<file path="src/rtl/core/rse_pkg.sv">
// Shared types, constants and the GF(2^m) multiply for the Reed-Solomon encoder.
// No dependencies; every other file imports this package.
`timescale 1ns / 1ps
package rse_pkg;

    localparam int SYM_W          = 8;
    localparam int NPAR_W         = 7;
    localparam int CNT_W          = 8;
    localparam int CFG_IDX_W      = 3;
    localparam int CFG_DATA_W     = 9;
    localparam int MAX_PARITY_DEF = 32;
    localparam int MAX_SYMB_DEF   = 8;

    localparam logic [CFG_IDX_W-1:0] REG_SYMBOL_BITS = 3'd0;
    localparam logic [CFG_IDX_W-1:0] REG_FIELD_POLY  = 3'd1;
    localparam logic [CFG_IDX_W-1:0] REG_FIRST_ROOT  = 3'd2;
    localparam logic [CFG_IDX_W-1:0] REG_ROOT_STEP   = 3'd3;
    localparam logic [CFG_IDX_W-1:0] REG_PARITY_CNT  = 3'd4;

    localparam logic [1:0] ST_OK       = 2'd0;
    localparam logic [1:0] ST_TOO_LONG = 2'd1;
    localparam logic [1:0] ST_BAD_POLY = 2'd2;

    typedef logic [SYM_W-1:0]  t_sym;
    typedef logic [NPAR_W-1:0] t_npar;
    typedef logic [1:0]        t_status;

    typedef struct packed {
        logic  built;
        logic  ok;
        t_sym  mask;
        t_sym  taps;
        t_npar npar;
    } t_field;

    typedef struct packed {
        logic    valid;
        t_status stat;
        t_npar   count;
    } t_load;

    // MSB-first shift-and-add multiply, reduced at the current symbol width
    function automatic t_sym gf_mul(t_sym a, t_sym b, t_sym taps, t_sym mask);
        t_sym acc;
        t_sym hi;
        acc = '0;
        hi  = mask ^ (mask >> 1);
        for (int k = SYM_W - 1; k >= 0; k--) begin
            acc = ((acc << 1) ^ (((acc & hi) != '0) ? taps : '0)) & mask;
            if (b[k]) begin
                acc = acc ^ a;
            end
        end
        return acc;
    endfunction

endpackage

</file>
<file path="src/rtl/core/rse_obuf.sv">
// Result buffer: holds the parity of one finished block and shifts it out.
// Depends on rse_pkg.
`timescale 1ns / 1ps
module rse_obuf
    import rse_pkg::*;
#(
    parameter int MAX_PARITY = MAX_PARITY_DEF
) (
    input  logic                             i_clk,
    input  logic                             i_rst_n,
    input  t_load                            i_load,
    input  logic [MAX_PARITY-1:0][SYM_W-1:0] i_parity,
    input  logic                             i_ready,
    output logic                             o_valid,
    output logic                             o_drain,
    output t_sym                             o_symbol,
    output logic                             o_last,
    output t_status                          o_status
);

    logic [MAX_PARITY-1:0][SYM_W-1:0] r_buf;
    t_npar                            r_cnt;
    t_status                          r_stat;

    always_ff @(posedge i_clk) begin
        if (!i_rst_n) begin
            r_cnt <= '0;
        end else if (i_load.valid) begin
            r_cnt  <= i_load.count;
            r_stat <= i_load.stat;
            r_buf  <= (i_load.stat == ST_OK) ? i_parity : '0;
        end else if (o_valid && i_ready) begin
            r_cnt <= r_cnt - NPAR_W'(1);
            for (int j = 0; j + 1 < MAX_PARITY; j++) begin
                r_buf[j] <= r_buf[j+1];
            end
        end
    end

    assign o_valid  = (r_cnt != '0);
    assign o_drain  = (r_cnt == '0) || (r_cnt == NPAR_W'(1) && i_ready);
    assign o_symbol = r_buf[0];
    assign o_last   = (r_cnt == NPAR_W'(1));
    assign o_status = r_stat;

endmodule

</file>
<file path="config.mk">
export PLATFORM = sky130hd
export DESIGN_NAME = rse_obuf
export DESIGN_NICKNAME = d
export VERILOG_FILES = /design/src/rtl/core/rse_pkg.sv /design/src/rtl/core/rse_obuf.sv
export SDC_FILE = /design/constraint.sdc
export NUM_CORES = 1
export LEC_CHECK = 0
export BUFFER_PORTS_ARGS = -buffer_cell sky130_fd_sc_hd__clkbuf_2
export CAP_MARGIN = 20
export CORE_MARGIN = 4
export CORE_UTILIZATION = 54
export DETAILED_ROUTE_END_ITERATION = 6
export PLACE_DENSITY = 0.8
export SLEW_MARGIN = 20
export SYNTH_ARGS = -nofsm -noshare
export SYNTH_HDL_FRONTEND = slang
export SYNTH_SLANG_ARGS = --single-unit
</file>
<file path="constraint.sdc">
create_clock -name i_clk -period 16 [get_ports i_clk]
set_clock_uncertainty 0.05 [all_clocks]
set_input_delay 0.8 -clock i_clk [delete_from_list [all_inputs] [get_ports i_clk]]
set_output_delay 0.8 -clock i_clk [all_outputs]
set_load 0.02 [all_outputs]
</file>
Word level (Yosys, flattened, before mapping)

Index checks and enable logic that the tools add are counted.

Register bits: 265
Logic and storage cells: 50
Input bits: 269

Equal/unequal tests: 1
Muxes and demuxes: 5
Reduce and logical (&&, ||, !) cells: 9
$add $sub $neg: 1

Operator list:

| cell                                             | number |
|---|---|
| two-way mux 248 bit                              | 3 |
| two-way mux 7 bit                                | 2 |
| == test 7 x 1 -> 1 bit, second input constant    | 1 |
| logical NOT 7 bit                                | 1 |
| nonzero test 7 bit                               | 1 |
| subtractor 7 x 1 -> 7 bit, second input constant | 1 |
| AND reduction 2 bit                              | 2 |
| logical AND 1 bit                                | 2 |
| logical NOT 2 bit                                | 1 |
| nonzero test 2 bit                               | 1 |
| logical OR 1 bit                                 | 1 |

Logic depth before layout (Yosys ltp)

Gate-level depths: netlist of the first run.

Depth in word-level cells: 4
Depth in mapped cells: 5

Least setup slack after synthesis of the first run

Ideal clock, no wire load.

Kind: input port to flip-flop
Start point: in i_rst_n
End point: reg r_buf, in the netlist o_symbol[0], enable pin
Required time: 15.028 ns
Setup slack: 2.343 ns
Data arrival time: 12.685 ns
Stages: 2
Path buffers: 1
Cells stage by stage: clkbuf_1 a21boi_1

Longest elaborated chain between the ends: 1

RTL lines:

| what                                 | RTL line       | RTL |
|---|---|---|
| start, declared                      | rse_obuf.sv:10 | `input logic i_rst_n,` |
| AND reduction 2 bit (no source line) | n/a            |  |
| end signal, assigned                 | rse_obuf.sv:31 | `r_buf <= (i_load.stat == ST_OK) ? i_parity : '0;` |
| end signal, assigned by index        | rse_obuf.sv:35 | `r_buf[j] <= r_buf[j+1];` |
| end, declared                        | rse_obuf.sv:21 | `logic [MAX_PARITY-1:0][SYM_W-1:0] r_buf;` |

No other way between the ends.
A chain may end at the register's enable or synchronous reset.

Worst setup path after layout of the first run

Start point: in i_load[9] in the netlist's numbering
End point: reg r_buf[113] in the netlist's numbering, enable pin

Longest elaborated chain between the ends: 2

RTL lines:

| what                                 | RTL line       | RTL |
|---|---|---|
| start, declared                      | rse_obuf.sv:11 | `input t_load i_load,` |
| nonzero test 2 bit (no source line)  | n/a            |  |
| AND reduction 2 bit (no source line) | n/a            |  |

No other way between the ends.

==> summary.md, run 1 <==
| Metric | Value |
|---|---|
| CTS tree | `done` |
| Commonest cells post-synth | `edfxtp_1, inv_1, nand3_1, o21ai_0, clkbuf_1` |
| Nets@finish | `1663` |
| H-tree Lvls | `1` |
| Area growth syn-to-layout | `19.32%` |
| First-pass GRT wire length | `39.59 mm` |
| CTS Buf Count | `28` |
| ANT nets after route | `0` |
| Die Wd | `158.0 µm` |
| Compound-Gate Fraction of Synth Area | `0.1160` |
| Post-synthesis adder-cell area fraction | `0.003090` |
| Diode count | `0` |
| TritonCTS sink count | `265` |
| Post-Synth XOR/XNOR Area | `0` |
| Pint | `1.246 mW` |
| Post-synth ARST share | `0` |
| Max VDD drop | `91.99 µV` |
| Count leader, synth | `edfxtp_1` |
| Remaining DRCs | `0` |
| CTS Hold Buffers Added | `0` |
| Core ar. | `21960 µm²` |
| YS warnings | `0` |
| Reg clk slew, reported paths | `0.07 ns` |
| Sw frac | `0.2283` |
| Gate power share | `0.091` |
| Resize count post-CTS | `0` |
| Fraction of layout cells with a size suffix above 1 | `0.2392` |
| Mapped cell area | `12150 µm²` |
| Clock latency on the worst-skew pair | `0.53 ns` |
| Minimum clock period | `3.352 ns` |
| Yosys top cell area share | `0.6378` |
| CTS root buffer | `clkbuf_16` |
| IO buf count | `281` |
| Wirelength per Cell | `15.31 µm` |
| Fmax | `0.2984 GHz` |
| Setup violators final | `0` |
| Initial antenna violation count | `0` |
| Worst Path Required | `16.09 ns` |
| Post-synthesis cell count | `1166` |
| Post-synthesis mux area share | `0` |
| Power per cell area | `111.4 nW/µm²` |
| Via density | `5.240` |
| Mapped Nets | `1438` |
| Setup total negative slack | `0 ns` |
| Worst-Margin Slew | `1.081 ns` |
| Critical Path End Type | `flip-flop` |
| Sequential Power Share | `0.521` |
| Status | `complete, no violations` |
| Simple logic cell fraction of the synthesized area | `0.1198` |
| CP startpoint kind | `input port` |
| Tcrit/Tclk final | `0.2095` |
| Final hold vios | `0` |
| Design Power | `1.615 mW` |
| Sequential area share after synthesis | `0.6493` |
| Gr ovfl total | `0` |
| Initial core utilization | `0.5532` |
| Critical Path AT | `3.44 ns` |
| Leakage power | `6.153 nW` |
| Total track usage | `0.1963` |
| Vias in the first global route | `8105` |
| Syn_area_per_cell | `10.42 µm²` |
| Yosys top cell by area | `edfxtp_1` |
| Ranking of synthesized cells by area | `edfxtp_1, nand3_1, o21ai_0` |
| Pre-Repair DR Iteration Count | `5` |
| Setup CP Type | `input port to flip-flop` |
| Main combinational cell family by area after synthesis | `simple AND/OR/NAND/NOR gates` |
| Die Height | `158.0 µm` |
| Ports | `282` |
| Number of synthesized flops with an enable pin | `258` |
| Die area | `24960 µm²` |
| Layout Utilization | `0.6601` |
| Clock buffer depth | `3` |
| Max Cap Viol | `0` |
| Top FF cell, synth | `edfxtp_1` |
| RD Place Congestion | `0.8282` |
| Hold WS | `0.4446 ns` |
| Initial DRC Count | `956` |
| RSZ-0062 raised after global routing | `false` |
| Worst hold-check path type | `input port to flip-flop` |
| Total Routed Length | `25.92 mm` |
| Distinct cells, synth | `37` |
| Vias | `8872` |
| Clk pwr share | `0.387` |
| Sw power | `368.5 µW` |
| #FFs+latches synth | `265` |
| Core Rows | `54` |
| Detailed placement HPWL | `17.19 mm` |
| Pin count of the biggest net entering global routing | `257` |
| Slew HR | `0.2795` |
| Final Max Tran Viols | `0` |
| Post-CTS Setup Inserts | `0` |
| CP Max Fanout | `144` |
## sequential cells by signal, indices dropped and copies added, names as in the netlist
| signal | count |
|---|---|
| r_cnt | 7 |
| o_symbol | 8 |
| o_status | 2 |
| r_buf | 248 |
## area by class of cell
cell class	count	area, µm²
Inverter	251	942.2
Timing Repair Buffer	289	1493
Clock inverter	14	102.6
Fill cell	1704	7463
Sequential cell	265	7888
Tap cell	280	350.3
Clock buffer	38	799.5
Multi-Input combinational cell	556	2920
## logic make-up after synthesis
group	after synthesis
fa+ha+maj	3
compound gates	274
buf+inv	345
simple gates	279
flops	265
## per-layer routing
layer,vias up,global-route usage,share of wire
li1,4459,-,-
met1,4030,0.2687,0.41
met2,322,0.3225,0.48
met3,61,0.03581,0.073
met4,0,0.06336,0.031
met5,-,0,0
## power by group through the flow
stage / clock network (mW) / logic, mW / registers (mW)
2_1_floorplan: 0 / 0.0887 / 0.870
3_3_place_gp: 0 / 0.143 / 0.854
3_5_place_dp: 0 / 0.148 / 0.856
4_1_cts: 0.638 / 0.149 / 0.842
5_1_grt: 0.665 / 0.168 / 0.846
6_report: 0.626 / 0.148 / 0.841
## per-stage QoR
stage	worst slack, ns	instance area, µm²	cells
final	12.65	14500	1693
after global routing	12.45	14500	1693
after CTS	12.73	14490	1693
after detailed placement	12.18	13590	1641
after global placement	12.26	13590	1641
after floorplan	2.343	12150	1166
## cell usage in the layout (no fill, tap or decap), drive strengths merged, types with 3 or more instances in the layout
cell and n:
a21oi 5, and2 9, clkinv 12, dfxtp 7, nand3 249, a31oi 4, o21ai 255, ha 3
edfxtp 258, or3 3, inv 251, buf 9, clkbuf 318
## worst max-delay path, stage by stage
cell	delay [ns]
buf_8	0.45
inv_1	0.36
a21boi_4	0.23
buf_4	0.48
buf_4	0.91
## worst paths after layout
| path | startpoint | endpoint | slack [ns] | cells past startpoint |
|---|---|---|---|---|
| max | i_load[9] | r_buf[113] | 12.65 | 5 |
| min | i_load[7] | o_status[0] | 0.44 | 1 |
| max reg2reg | r_cnt[0] | r_buf[113] | 12.71 | 7 |
| min reg2reg | r_cnt[6] | r_cnt[6] | 0.47 | 2 |
Note: power is estimated with default switching activity, not from simulation.
==> inputs of run 2 (changes only) <==
--- a/config.mk
+++ b/config.mk
@@ -5,6 +5,7 @@
 export SDC_FILE = /design/constraint.sdc
 export NUM_CORES = 1
 export LEC_CHECK = 0
+export ABC_AREA = 1
 export BUFFER_PORTS_ARGS = -buffer_cell sky130_fd_sc_hd__clkbuf_2
 export CAP_MARGIN = 20
 export CORE_MARGIN = 4
==> constraint.sdc (replaced) <==
create_clock -name i_clk -period 3.3 [get_ports i_clk]
set_clock_uncertainty 0.05 [all_clocks]
set_input_delay 0.165 -clock i_clk [delete_from_list [all_inputs] [get_ports i_clk]]
set_output_delay 0.165 -clock i_clk [all_outputs]
set_load 0.02 [all_outputs]
==> run 2 against run 1 <==
  * Non-clock buffer count is 281 higher
  * Design area is 18% higher
  * Critical path type is now flip-flop to flip-flop
  * Register-to-register slack worse by 12 ns
  * Sequential share of layout area shrank 8.3 points
  * Largest power group unchanged
  * Synthesized area fell by 1.7%
==> summary.md, run 2 <==
| Metric | Value |
|---|---|
| Status | `complete, no violations` |
| Yosys top cell area share | `0.6487` |
| Power per cell area | `484.9 nW/µm²` |
| Tcrit/Tclk final | `0.7925` |
| Post-synth ARST share | `0` |
| Final Max Tran Viols | `0` |
| Via density | `5.588` |
| Post-CTS Setup Inserts | `0` |
| Leakage power | `7.794 nW` |
| Commonest cells post-synth | `nand2_1, nand3_1, edfxtp_1, buf_2` |
| First-pass GRT wire length | `59.02 mm` |
| RD Place Congestion | `0.8271` |
| Count leader, synth | `nand2_1` |
| CTS tree | `done` |
| Initial core utilization | `0.5489` |
| Die Height | `156.7 µm` |
| Yosys top cell by area | `edfxtp_1` |
| Setup total negative slack | `0 ns` |
| Pin count of the biggest net entering global routing | `261` |
| Remaining DRCs | `0` |
| Core Rows | `54` |
| Pre-CTS setup slack | `0.9995 ns` |
| Fraction of layout cells with a size suffix above 1 | `0.2001` |
| Clk pwr share | `0.360` |
| Mapped cell area | `11940 µm²` |
| Worst reg2reg path startpoint | `r_cnt[0]` |
| CP endpoint | `r_cnt[3]` |
| CTS root buffer | `clkbuf_16` |
| Clock latency on the worst-skew pair | `0.52 ns` |
| Initial DRC Count | `1219` |
| Wirelength per Cell | `19.30 µm` |
| H-tree Lvls | `1` |
| Syn_area_per_cell | `9.936 µm²` |
| Number of synthesized flops with an enable pin | `258` |
| Max Cap Viol | `0` |
| ANT nets after route | `0` |
| Sw power | `2.007 mW` |
| Delay of the slowest critical-path stage | `0.57 ns` |
| Placed instance area | `13510 µm²` |
| Reg2reg path depth | `11` |
| Gr ovfl total | `0` |
| Top FF cell, synth | `edfxtp_1` |
| Layout Utilization | `0.7858` |
| Total track usage | `0.3077` |
| Fin area | `17100 µm²` |
| Vias | `11254` |
| Critical Path Start | `r_cnt[0]` |
| #FFs+latches synth | `265` |
| CP startpoint kind | `flip-flop` |
| Ranking of synthesized cells by area | `edfxtp_1, nand2_1, nand3_1` |
| Distinct cells, synth | `22` |
| Largest register by flop count | `r_buf` |
| Setup CP Type | `flip-flop to flip-flop` |
| RSZ-0062 raised after global routing | `false` |
| Core ar. | `21760 µm²` |
| Pint | `6.283 mW` |
| Sequential Power Share | `0.497` |
| FF-to-FF setup slack | `0.68 ns` |
| Minimum clock period | `2.615 ns` |
| Commonest non-fill, non-tap cells in the layout | `nand2_1, clkbuf_2, dlygate4sd3_1` |
| Critical Path End Type | `flip-flop` |
| Slowest cell on crit path | `dlygate4sd3_1` |
| CTS Buf Count | `27` |
| YS warnings | `0` |
| Detailed placement HPWL | `18.11 mm` |
| Max reg flops | `248` |
| Total Routed Length | `38.88 mm` |
| Filler Cell Count | `1224` |
| Max VDD drop | `338.4 µV` |
| Critical Path AT | `3.03 ns` |
| Worst setup margin | `0.6847 ns` |
| Die Wd | `156.7 µm` |
| Commonest non-fill, non-tap cell in the layout | `nand2_1` |
| TritonCTS sink count | `265` |
| Gate power share | `0.143` |
| Area growth syn-to-layout | `43.15%` |
| Initial antenna violation count | `5` |
| Nets@finish | `1982` |
| Setup violators final | `0` |
| Post-synthesis cell count | `1202` |
| Crit path top cell by count | `nand2_4` |
| Crit path cell chain | `inv_1 -> ha_1 -> nand2_2 -> inv_2 -> nand2_4 -> nand2_4 -> nand2_4 -> nand2_1 -> dlygate4sd3_1 -> a21oi_1 -> dlygate4sd3_1` |
| Design Power | `8.290 mW` |
| Final hold vios | `0` |
| Slew HR | `0.2264` |
| Worst hold-check path type | `input port to flip-flop` |
| Mapped Nets | `1474` |
| Sw frac | `0.2421` |
| Reg clk slew, reported paths | `0.06 ns` |
| Sequential area share after synthesis | `0.6605` |
| IO buf count | `281` |
| Die area | `24560 µm²` |
| Vias in the first global route | `11491` |
| Clock buffer depth | `3` |
| Ports | `282` |
| Pre-Repair DR Iteration Count | `6` |
| R2r endpoint | `r_cnt[3]` |
| CP Max Fanout | `6` |
| Worst Path Required | `3.72 ns` |
| Fmax | `0.3824 GHz` |
| Worst-Margin Slew | `1.160 ns` |
## run 2: changes by cell type after synthesis, sizes merged, moves of 4 or more
cell,before,now
o21ai,255,5
nor2,2,21
nand3,249,260
a31oi,4,0
nand2,2,530
and2,9,0
buf,35,76
clkbuf,59,15
inv,251,20
## run 2: final cells by class
| type | count | area, µm² | area share |
|---|---|---|---|
| Antenna cell | 5 | 12.51 | 0.0007318 |
| Clock buffer | 33 | 698.2 | 0.04084 |
| Inverter | 20 | 90.09 | 0.005269 |
| Timing Repair Buffer | 570 | 4380 | 0.2562 |
| Clock inverter | 15 | 141.4 | 0.008270 |
| Multi-Input combinational cell | 826 | 3536 | 0.2068 |
| Tap cell | 280 | 350.3 | 0.02049 |
| Sequential cell | 265 | 7888 | 0.4614 |
## run 2: cells by family after synthesis
logic type / synth area share
and+or+nand+nor: 0.2884
adders and majority gates: 0.003143
xor gates and xnor gates: 0.0007335
buffers and inverters: 0.04390
AOI/OAI and AO/OA: 0.003352
DFF: 0.6605
## run 2: worst min-delay path by stage
stage	slack, ns	startpoint	cells after the start	end
final	0.38	i_load[9]	5	r_buf[238]
after global routing	0.39	i_load[8]	2	o_status[1]
after CTS	0.34	i_load[7]	2	o_status[0]
after detailed placement	0.35	i_load[7]	1	o_status[0]
after global placement	0.34	i_load[7]	1	o_status[0]
after floorplan	0.21	i_load[7]	0	o_status[0]
## run 2: stage by stage
step	hold slack, ns	std cells
2_1_floorplan	0.2139	1202
3_3_place_gp	0.3450	1688
3_5_place_dp	0.3482	1688
4_1_cts	0.3373	2009
5_1_grt	0.3883	2014
6_report	0.3756	2014
## run 2: timing repair
item,4_1_cts,5_1_grt
hold endpoints to repair,265,0
resized for setup,0,0
hold buffers,273,0
## run 2: power groups by stage
stage          clock (mW)  combinational (mW)  sequential [mW]
5_1_grt              3.15                1.28             4.14
2_1_floorplan           0               0.510             4.17
3_5_place_dp            0               0.848             4.18
4_1_cts              3.00                1.12             4.11
3_3_place_gp            0               0.822             4.17
6_report             2.98                1.18             4.12
## run 2: critical path, delay by kind of cell (launching register included)
kind                     cells  cell delay [ns]
buffers and inverters        4             1.34
adder cells (fa/ha/maj)      1             0.25
flip-flops                   1             0.43
AND/OR/NAND/NOR              5             0.36
AO/OA/AOI/OAI                1             0.13
## run 2: routing by layer
metal  share of wire  vias up  track usage
met5               0        -            0
met4           0.054        0       0.1583
met3           0.081      171      0.05973
met2            0.52      733       0.5558
met1            0.34     5267       0.3450
li1                -     5083            -
==> inputs of run 3 (changes only) <==
--- a/config.mk
+++ b/config.mk
@@ -5,13 +5,13 @@
 export SDC_FILE = /design/constraint.sdc
 export NUM_CORES = 1
 export LEC_CHECK = 0
-export ABC_AREA = 1
+export ABC_AREA = 0
 export BUFFER_PORTS_ARGS = -buffer_cell sky130_fd_sc_hd__clkbuf_2
 export CAP_MARGIN = 20
 export CORE_MARGIN = 4
-export CORE_UTILIZATION = 54
+export CORE_UTILIZATION = 49
 export DETAILED_ROUTE_END_ITERATION = 6
-export PLACE_DENSITY = 0.8
+export PLACE_DENSITY = 0.77
 export SLEW_MARGIN = 20
 export SYNTH_ARGS = -nofsm -noshare
 export SYNTH_HDL_FRONTEND = slang
==> constraint.sdc (replaced) <==
create_clock -name i_clk -period 2.3 [get_ports i_clk]
set_clock_uncertainty 0.05 [all_clocks]
set_input_delay 0.115 -clock i_clk [delete_from_list [all_inputs] [get_ports i_clk]]
set_output_delay 0.115 -clock i_clk [all_outputs]
set_load 0.02 [all_outputs]
==> run 3 against run 2 <==
  * Utilization is 6.2 points lower
  * Largest power group unchanged
  * Non-clock buffer count rose by 12
  * Clock-buffer cell count rose by 4
  * Sequential cell count stayed put
  * Critical path type is now input port to flip-flop
  * Via count down 4.2%
  * Sequential power rose by 42%
  * Wire length is 6.8% lower
  * Sequential share of layout area decreased by 1.3 points
  * Combinational power increased by 33%
  * First-iteration DRC count down 17%
  * Clock power rose by 47%
  * Design area increased by 2.9%
==> summary.md, run 3 (synthesis results as in run 1) <==
| Metric | Value |
|---|---|
| Min-delay src | `i_load[9]` |
| CP Buf/Inv Count | `4` |
| Die area | `27380 µm²` |
| Stages on worst setup path | `7` |
| Design Power | `11.83 mW` |
| Worst Path Required | `2.65 ns` |
| Via density | `5.313` |
| Max Cap Viol | `0` |
| IO buf count | `281` |
| Vias | `10780` |
| Slew HR | `0.6024` |
| Reg clk slew, reported paths | `0.07 ns` |
| Worst setup margin | `0.08216 ns` |
| Reg2reg path depth | `5` |
| Layout Utilization | `0.7237` |
| Critical Path End Type | `flip-flop` |
| Area growth syn-to-layout | `44.88%` |
| Vias in the first global route | `11217` |
| Max VDD drop | `454.8 µV` |
| First-pass GRT wire length | `55.70 mm` |
| CTS Buf Count | `26` |
| Remaining DRCs | `0` |
| Max reg flops | `248` |
| TritonCTS sink count | `265` |
| Minimum clock period | `2.218 ns` |
| Commonest non-fill, non-tap cell in the layout | `clkbuf_2` |
| Critical Path Start | `i_rst_n` |
| Initial antenna violation count | `3` |
| Detailed placement HPWL | `18.31 mm` |
| Tcrit/Tclk final | `0.9643` |
| Power per cell area | `672.1 nW/µm²` |
| Status | `complete, no violations` |
| RD Place Congestion | `0.8694` |
| Nets@finish | `1954` |
| Leakage power | `7.430 nW` |
| Post-CTS Setup Inserts | `0` |
| Clock latency on the worst-skew pair | `0.52 ns` |
| Setup violators final | `0` |
| Core ar. | `24320 µm²` |
| Crit path top cell by count | `dlygate4sd3_1` |
| Fmax | `0.4509 GHz` |
| Met3 WL | `2.994 mm` |
| Largest register by flop count | `r_buf` |
| FF-to-FF setup slack | `0.12 ns` |
| Family with the most delay on the worst path | `buffers and inverters` |
| Crit path cell chain | `dlygate4sd3_1 -> clkbuf_2 -> and4bb_2 -> a31oi_1 -> dlygate4sd3_1 -> o211ai_1 -> dlygate4sd3_1` |
| Top routing layer in use | `met4` |
| Pre-Repair DR Iteration Count | `7` |
| H-tree Lvls | `1` |
| Initial core utilization | `0.4995` |
| CTS tree | `done` |
| CTS root buffer | `clkbuf_16` |
| Clock buffer depth | `3` |
| Hold depth | `2` |
| Ports | `282` |
| CP startpoint kind | `input port` |
| Met1 WL | `13.22 mm` |
| Worst hold-check path type | `input port to flip-flop` |
| Total Routed Length | `36.24 mm` |
| Die Wd | `165.5 µm` |
| Critical Path AT | `2.57 ns` |
| Delay of the slowest critical-path stage | `0.59 ns` |
| Pre-CTS setup slack | `0.2240 ns` |
| Worst-Margin Slew | `0.5963 ns` |
| Hold WS | `0.02856 ns` |
| Total track usage | `0.2591` |
| Setup CP Type | `input port to flip-flop` |
| Commonest non-fill, non-tap cells in the layout | `clkbuf_2, dlygate4sd3_1, edfxtp_1` |
| Worst reg2reg path startpoint | `r_cnt[0]` |
| Pin count of the biggest net entering global routing | `122` |
| Die Height | `165.5 µm` |
| Final Max Tran Viols | `0` |
| Slowest cell on crit path | `dlygate4sd3_1` |
| Wirelength per Cell | `17.86 µm` |
| Met2 routed WL | `18.15 mm` |
| Fraction of layout cells with a size suffix above 1 | `0.2122` |
| Core Rows | `57` |
| Initial DRC Count | `1008` |
| Gr ovfl total | `0` |
| Final hold vios | `0` |
| CP Max Fanout | `12` |
| RSZ-0062 raised after global routing | `false` |
| ANT nets after route | `0` |
| Setup total negative slack | `0 ns` |
run 3: cell types whose count changed in the layout (fill, tap and decap cells not counted), sizes merged, moves of 4 or more:
cell | before | now
a31oi | 0 | 4
nand3 | 260 | 249
buf | 16 | 28
nor2 | 21 | 2
nand2 | 530 | 2
inv | 20 | 251
o21ai | 5 | 255
clkinv | 11 | 7
and2 | 0 | 9
run 3: repair_timing:
item | in CTS | in global routing
hold buffers | 274 | 0
setup endpoints to repair | 0 | 2
endpoints found under the hold margin | 265 | 0
gates resized for setup | 0 | 3
run 3: final timing paths:
path	end
worst min-delay path	r_buf[25]
worst max register to register	r_cnt[0]
worst max-delay path	r_cnt[0]
worst min register to register	r_cnt[6]
run 3: stage by stage:
stage | std cells | instance area (µm²)
CTS | 2025 | 17580
global route | 2028 | 17600
global placement | 1704 | 13950
floorplan | 1166 | 12180
finish | 2029 | 17600
detailed placement | 1704 | 13950
run 3: layout make-up:
cell class	count	area (µm²)
repair buffers	582	4516
clock inverters	10	123.9
diodes	4	10.01
fillers	1508	6720
clock buffers	37	763.2
well taps	324	405.4
flip-flops and latches	265	7890
inverters	251	942.2
multi-input cells	556	2949
run 3: per-layer routing:
| metal | vias to the layer above | global-route usage |
|---|---|---|
| li1 | 5046 | - |
| met1 | 4957 | 0.3032 |
| met2 | 621 | 0.4532 |
| met3 | 156 | 0.05460 |
| met4 | 0 | 0.1279 |
| met5 | - | 0 |
run 3: power breakdown:
| part | leakage, nW | total [mW] | switching, mW | internal [mW] |
|---|---|---|---|---|
| clock network | 0.435 | 4.39 | 1.75 | 2.64 |
| registers | 2.58 | 5.87 | 0.125 | 5.74 |
| logic | 4.41 | 1.57 | 0.821 | 0.751 |
